**config.mk**
```make
export PLATFORM = sky130hd
export DESIGN_NAME = osen_front
export DESIGN_NICKNAME = d
export VERILOG_FILES = /design/src/rtl/core/osen_pkg.sv /design/src/rtl/core/osen_front.sv
export SDC_FILE = /design/constraint.sdc
export NUM_CORES = 1
export LEC_CHECK = 0
export ABC_AREA = 1
export BUFFER_PORTS_ARGS = -buffer_cell sky130_fd_sc_hd__buf_2
export CORE_MARGIN = 2
export CORE_UTILIZATION = 50
export CTS_BUF_LIST = sky130_fd_sc_hd__clkbuf_16
export DETAILED_ROUTE_END_ITERATION = 10
export PLACE_DENSITY_LB_ADDON = 0.05
export SLEW_MARGIN = 40
export SYNTH_ARGS = -nofsm -noshare
export SYNTH_HDL_FRONTEND = slang
export SYNTH_SLANG_ARGS = --single-unit
```
**constraint.sdc**
```tcl
create_clock -name i_clk -period 3.4 [get_ports i_clk]
set_clock_uncertainty 0.05 [all_clocks]
set_input_delay 0 -clock i_clk [delete_from_list [all_inputs] [get_ports i_clk]]
set_output_delay 0 -clock i_clk [all_outputs]
set_load 0.02 [all_outputs]
```
**src/rtl/core/osen_pkg.sv**
```systemverilog
package osen_pkg;

    localparam int STACK_DEPTH = 512;
    localparam int WORD_WIDTH  = 32;
    localparam int AW          = $clog2(STACK_DEPTH);
    localparam int CW          = $clog2(STACK_DEPTH + 1);
    localparam int KW          = ((WORD_WIDTH > CW) ? WORD_WIDTH : CW) + 2;
    localparam int MODE_W      = 5;
    localparam int VALUE_W     = 32;
    localparam int LEVEL_W     = 10;

    typedef logic signed [WORD_WIDTH-1:0] t_word;
    typedef logic [AW-1:0]                t_addr;
    typedef logic [CW-1:0]                t_cnt;

    typedef enum logic [1:0] {
        ST_OK    = 2'd0,
        ST_UNDER = 2'd1,
        ST_OVER  = 2'd2,
        ST_BAD   = 2'd3
    } t_status;

    typedef enum logic [MODE_W-1:0] {
        OP_PUSH     = 5'd0,
        OP_POP      = 5'd1,
        OP_DUP      = 5'd2,
        OP_PDUP     = 5'd3,
        OP_OVER     = 5'd4,
        OP_SWAP     = 5'd5,
        OP_ROT      = 5'd6,
        OP_TUCK     = 5'd7,
        OP_NIP      = 5'd8,
        OP_PICK     = 5'd9,
        OP_PUT      = 5'd10,
        OP_POPN     = 5'd11,
        OP_DUPN     = 5'd12,
        OP_NDUP     = 5'd13,
        OP_LDUP     = 5'd14,
        OP_ROTATE   = 5'd15,
        OP_REVERSE  = 5'd16,
        OP_LREVERSE = 5'd17,
        OP_DEPTH    = 5'd18,
        OP_NOP      = 5'd31
    } t_op;

    typedef struct packed {
        t_op   op;
        t_word value;
    } t_item;

    typedef struct packed {
        t_status st;
        t_cnt    cnt;
        logic    wr_en;
        t_addr   wr_addr;
        t_word   wr_data;
        logic    cp_en;
        t_addr   cp_src;
        t_addr   cp_dst;
        t_cnt    cp_len;
        logic    cp_fix;
        logic    rt_en;
        t_addr   rt_a;
        t_addr   rt_b;
        logic    rt_up;
        logic    fl_en;
        t_addr   fl_lo;
        t_addr   fl_hi;
    } t_plan;

    typedef enum logic [4:0] {
        S_IDLE,
        S_KWAIT,
        S_GO,
        S_WR,
        S_CP_RD,
        S_CP_WR,
        S_RT_RD0,
        S_RT_T,
        S_RT_CHK,
        S_RT_WR,
        S_RT_FIN,
        S_FL_RDLO,
        S_FL_RDHI,
        S_FL_WLO,
        S_FL_WHI,
        S_TOP_RD,
        S_TOP_WAIT,
        S_OUT
    } t_state;

    function automatic t_op classify(input logic [MODE_W-1:0] mode);
        t_op op;
        if (mode > MODE_W'(OP_DEPTH)) begin
            op = OP_NOP;
        end else begin
            op = t_op'(mode);
        end
        return op;
    endfunction

endpackage

```
**src/rtl/core/osen_front.sv**
```systemverilog
module osen_front (
    input  logic                              i_clk,
    input  logic                              i_rst_n,
    input  logic                              i_push,
    output logic                              o_full,
    input  logic [osen_pkg::MODE_W-1:0]       i_mode,
    input  logic signed [osen_pkg::VALUE_W-1:0] i_value,
    output logic                              o_vld,
    output osen_pkg::t_item                   o_item,
    input  logic                              i_take
);

    osen_pkg::t_item r_q [2];
    logic            r_wp;
    logic            r_rp;
    logic [1:0]      r_cnt;
    logic            wr;
    logic            rd;

    assign o_full = (r_cnt == 2'd2);
    assign o_vld  = (r_cnt != 2'd0);
    assign o_item = r_q[r_rp];
    assign wr     = i_push && !o_full;
    assign rd     = i_take && o_vld;

    always_ff @(posedge i_clk) begin
        if (!i_rst_n) begin
            r_wp  <= 1'b0;
            r_rp  <= 1'b0;
            r_cnt <= 2'd0;
        end else begin
            if (wr) begin
                r_wp <= !r_wp;
            end
            if (rd) begin
                r_rp <= !r_rp;
            end
            if (wr && !rd) begin
                r_cnt <= r_cnt + 2'd1;
            end else if (rd && !wr) begin
                r_cnt <= r_cnt - 2'd1;
            end
        end
    end

    // classify the mode once, on the way in
    always_ff @(posedge i_clk) begin
        if (wr) begin
            r_q[r_wp].op    <= osen_pkg::classify(i_mode);
            r_q[r_wp].value <= osen_pkg::WORD_WIDTH'(i_value);
        end
    end

endmodule

```
==> metrics.md <==
| Metric | Value |
|---|---|
| Via count of the first global-routing pass | ~1.8k |
| Highest fanout seen on the critical path | 28 |
| Area fraction of the dominant cell type after synthesis | a little under three quarters |
| Cell chosen for the clock root | sky130_fd_sc_hd__clkbuf_16 |
| CTS Buf Count | 9 |
| Multi-input combinational cell area | just under 700 um2 |
| Library cells used by synthesis | 17 |
| Iteration-0 DRC Markers | 128 |
| Top area cells in the synthesized netlist | sky130_fd_sc_hd__edfxtp_1 71%, sky130_fd_sc_hd__mux2_4 14%, sky130_fd_sc_hd__dfxtp_1 3.2% |
| Number of antenna violations at the first check in global routing | 0 |
| Cells along the critical path | buf_4 -> mux2_4 -> buf_2 |
| Antenna Cells | 0 |
| Clock sink count | 79 |
| Synth Flop Type | sky130_fd_sc_hd__edfxtp_1 |
| Part of the total power dissipated in the clock network | a little under a third |
| Final Hold Fails | 0 |
| Max-slew violation total from the final report | 0 |
| Via count normalized by instance count | approximately 4.7 |
| Fin crit period | 1.77 ns |
| Cell family with most CP delay | flip-flops |
| Critical-path cell with the highest stage delay | sky130_fd_sc_hd__dfxtp_4 |
| Count of flip-flops with a built-in enable after synthesis | 74 |
| Final clock period utilization by the worst path | a little over half |
| Average instance area after synthesis | between 15 and 20 um2 |
| Largest incremental delay on the critical path | ~0.65 ns |
| Initial Util | between 50% and 60% |
| Vertical die dimension | about 83 um |
| Comb pwr share | 26.8% |
| Result of the run | finished clean |
| Critical Path End Type | output port |
| Number of resized instances in the post-cts repair step | 0 |
| RSZ-0062 raised after global routing | false |
| Drt wl/cell | 13.9 um |
| Final core area utilization | 72.8% |
| Number of rows in the core area | 28 |
| Net Count, Synth | slightly above 200 |
| DRC violation count after routing | 0 |
| Worst slew pin tran | between 0.4 and 0.5 ns |
| Wire length of the first global-routing pass | 8370 um |
| Max_cap viols | 0 |
| Placed wire-length estimate | about 3300 um |
| Endpoint arrival time on the critical path | approximately 1.7 ns |
| Chip width | a little over 80 um |
| Total routing resource utilization after global routing | between 15 and 20% |
| Seq/Total Area, Yosys | 74.6% |
| Share of async-settable or async-resettable flops after synthesis | 0% |
| Leakage | approximately 1.8 nW |
| Yosys warning total | 0 |
| Deepest level of the CTS H-tree | 3 |
| Post-route setup TNS | 0 ns |
| Netlist area before placement | just over 3000 um2 |
| Largest net degree at the start of global routing | 29 |
| First-pass iteration count of the detailed router | 4 |
| CTS tree | built |
| Number of instances in the synthesized netlist | ~160 |
| Total power divided by cell area | 721 nW/um2 |
| Vias after detailed routing | around 1.8k |
| Total internal power | approximately 2.3 mW |
| Switching power share of the total | roughly 28% |
| Clock slew seen by the registers of the worst setup and hold paths | about 0.050 ns |
| Insertion delay of the later-clocked pin in the worst-skew pair | 0.32 ns |
| Critical Path RT | ~3.4 ns |
| Final setup violation count | 0 |
| Routed Wire Length | approximately 5200 um |
| CP bufs+invs | 2 |
| Layout cells sized above 1 | between 40% and 50% |
| Largest area contributor in the synthesized netlist | sky130_fd_sc_hd__edfxtp_1 |
| Nets | 335 |
| Maximum achievable frequency | approximately 0.57 GHz |
| Worst VDD drop | approximately 430 uV |
| Longest Clk Path Bufs | 2 |
| Part of the power in registers | approximately 42% |
| Number of nets with antenna violations after routing | 0 |
| Path category of the worst min-delay check | primary input to register |
| Ports placed on the boundary | 80 |
| Die Outline Area | between 6000 and 7000 um2 |
| Worst setup SP type | register |
| Rel. slew slack | between 60% and 70% |
| Area added between synthesis and finish | 39.1% |
| Storage element area | 2330 um2 |
| Routability-driven placement congestion ratio | 0.798 |
| Core area | roughly 6000 um2 |
| Switching power summed over all nets | 0.861 mW |
| Number of buffers inserted by port buffering | 79 |
| Count of state elements after synthesis | 79 |
| Kind of critical path | register to output port |
| Remaining Overflow, GRT | 0 |
| Fillers | slightly above 400 |
power groups by stage:
stage	clock, mW	combinational (mW)	sequential [mW]
after detailed placement	0	0.814	1.34
final	0.969	0.838	1.32
after CTS	0.981	0.850	1.32
after floorplan	0	0.633	1.29
after global routing	1.02	0.902	1.34
after global placement	0	0.765	1.34
metrics by stage:
step | setup slack, ns | hold slack, ns | instances | area (um2) | power (mW)
floorplan | 0.868 | 0.0489 | 164 | 3110 | 1.92
global placement | 1.56 | 0.140 | 315 | 3560 | 2.10
detailed placement | 1.66 | 0.141 | 319 | 3640 | 2.15
CTS | 1.31 | 0.0345 | 373 | 4330 | 3.15
global route | 1.55 | 0.0809 | 373 | 4330 | 3.26
finish | 1.63 | 0.0399 | 373 | 4330 | 3.12
final timing paths:
path | startpoint | end | slack (ns) | cells after the start
max | register | o_item[20] | 1.63 | 3
min | i_take | register | 0.04 | 4
max reg2reg | r_cnt[1] | r_cnt[1] | 1.77 | 9
min reg2reg | r_rp | register | 0.44 | 2
worst reg2reg max path, cell delays in order (launching register included):
cell	delay (ns)
sky130_fd_sc_hd__dfxtp_1	0.35
sky130_fd_sc_hd__inv_1	0.09
sky130_fd_sc_hd__o21ai_2	0.30
sky130_fd_sc_hd__inv_1	0.12
sky130_fd_sc_hd__ha_1	0.34
sky130_fd_sc_hd__inv_1	0.08
sky130_fd_sc_hd__nand3_1	0.07
sky130_fd_sc_hd__nand2_1	0.06
sky130_fd_sc_hd__inv_1	0.04
sky130_fd_sc_hd__nor2_1	0.08
cell usage in the layout (no fill, tap or decap):
master,instances
sky130_fd_sc_hd__a21oi_1,1
sky130_fd_sc_hd__buf_16,2
sky130_fd_sc_hd__buf_2,79
sky130_fd_sc_hd__buf_4,2
sky130_fd_sc_hd__buf_8,2
sky130_fd_sc_hd__bufinv_16,2
sky130_fd_sc_hd__clkbuf_16,9
sky130_fd_sc_hd__clkinv_1,2
sky130_fd_sc_hd__clkinv_2,1
sky130_fd_sc_hd__dfxtp_1,4
sky130_fd_sc_hd__dfxtp_4,1
sky130_fd_sc_hd__dlygate4sd3_1,38
sky130_fd_sc_hd__edfxtp_1,74
sky130_fd_sc_hd__ha_1,1
sky130_fd_sc_hd__inv_1,14
sky130_fd_sc_hd__mux2_2,7
sky130_fd_sc_hd__mux2_4,30
sky130_fd_sc_hd__nand2_1,13
sky130_fd_sc_hd__nand3_1,2
sky130_fd_sc_hd__nand4_1,1
sky130_fd_sc_hd__nor2_1,7
sky130_fd_sc_hd__nor2_4,2
sky130_fd_sc_hd__o21a_1,1
sky130_fd_sc_hd__o21ai_0,2
sky130_fd_sc_hd__o21ai_2,1
cell type report:
| class | count | share of cell area, % |
|---|---|---|
| Clock buffer | 9 | 5.20 |
| Clock inverter | 7 | 1.85 |
| Inverter | 12 | 1.04 |
| Multi-Input combinational cell | 68 | 15.9 |
| Sequential cell | 79 | 53.7 |
| Tap cell | 75 | 2.17 |
| Timing Repair Buffer | 123 | 20.2 |
cell families after synthesis:
| kind of cell | share of synthesized area, % |
|---|---|
| buf+inv | 3.86 |
| fa+ha+maj | 0.402 |
| flops | 74.6 |
| simple gates | 3.17 |
| mux | 17.0 |
| compound gates | 1.00 |
timing repair:
| action | in CTS | in global routing |
|---|---|---|
| setup buffers | 0 | 0 |
| endpoints found under the hold margin | 79 | 0 |
| hold buffers | 38 | 0 |
layer usage:
layer / wire, um / global-route usage [%]
met5: 0 / 0
met3: 206 / 3.58
met4: 110 / 8.05
met1: 2190 / 18.0
met2: 2690 / 27.8
state kept, by name, summed over array words and instances, names as in the netlist, named ones only:
register / flops
r_q: 74
r_rp: 1
r_cnt: 2
r_wp: 1
synth_stat cells, drive strengths merged, types with 2 or more instances:
cell type  count
buf            4
dfxtp          5
edfxtp        74
inv           12
mux2          37
nand2         13
nand3          2
nor2           9
o21ai          3
No activity file was read; power rests on OpenSTA's default activity.
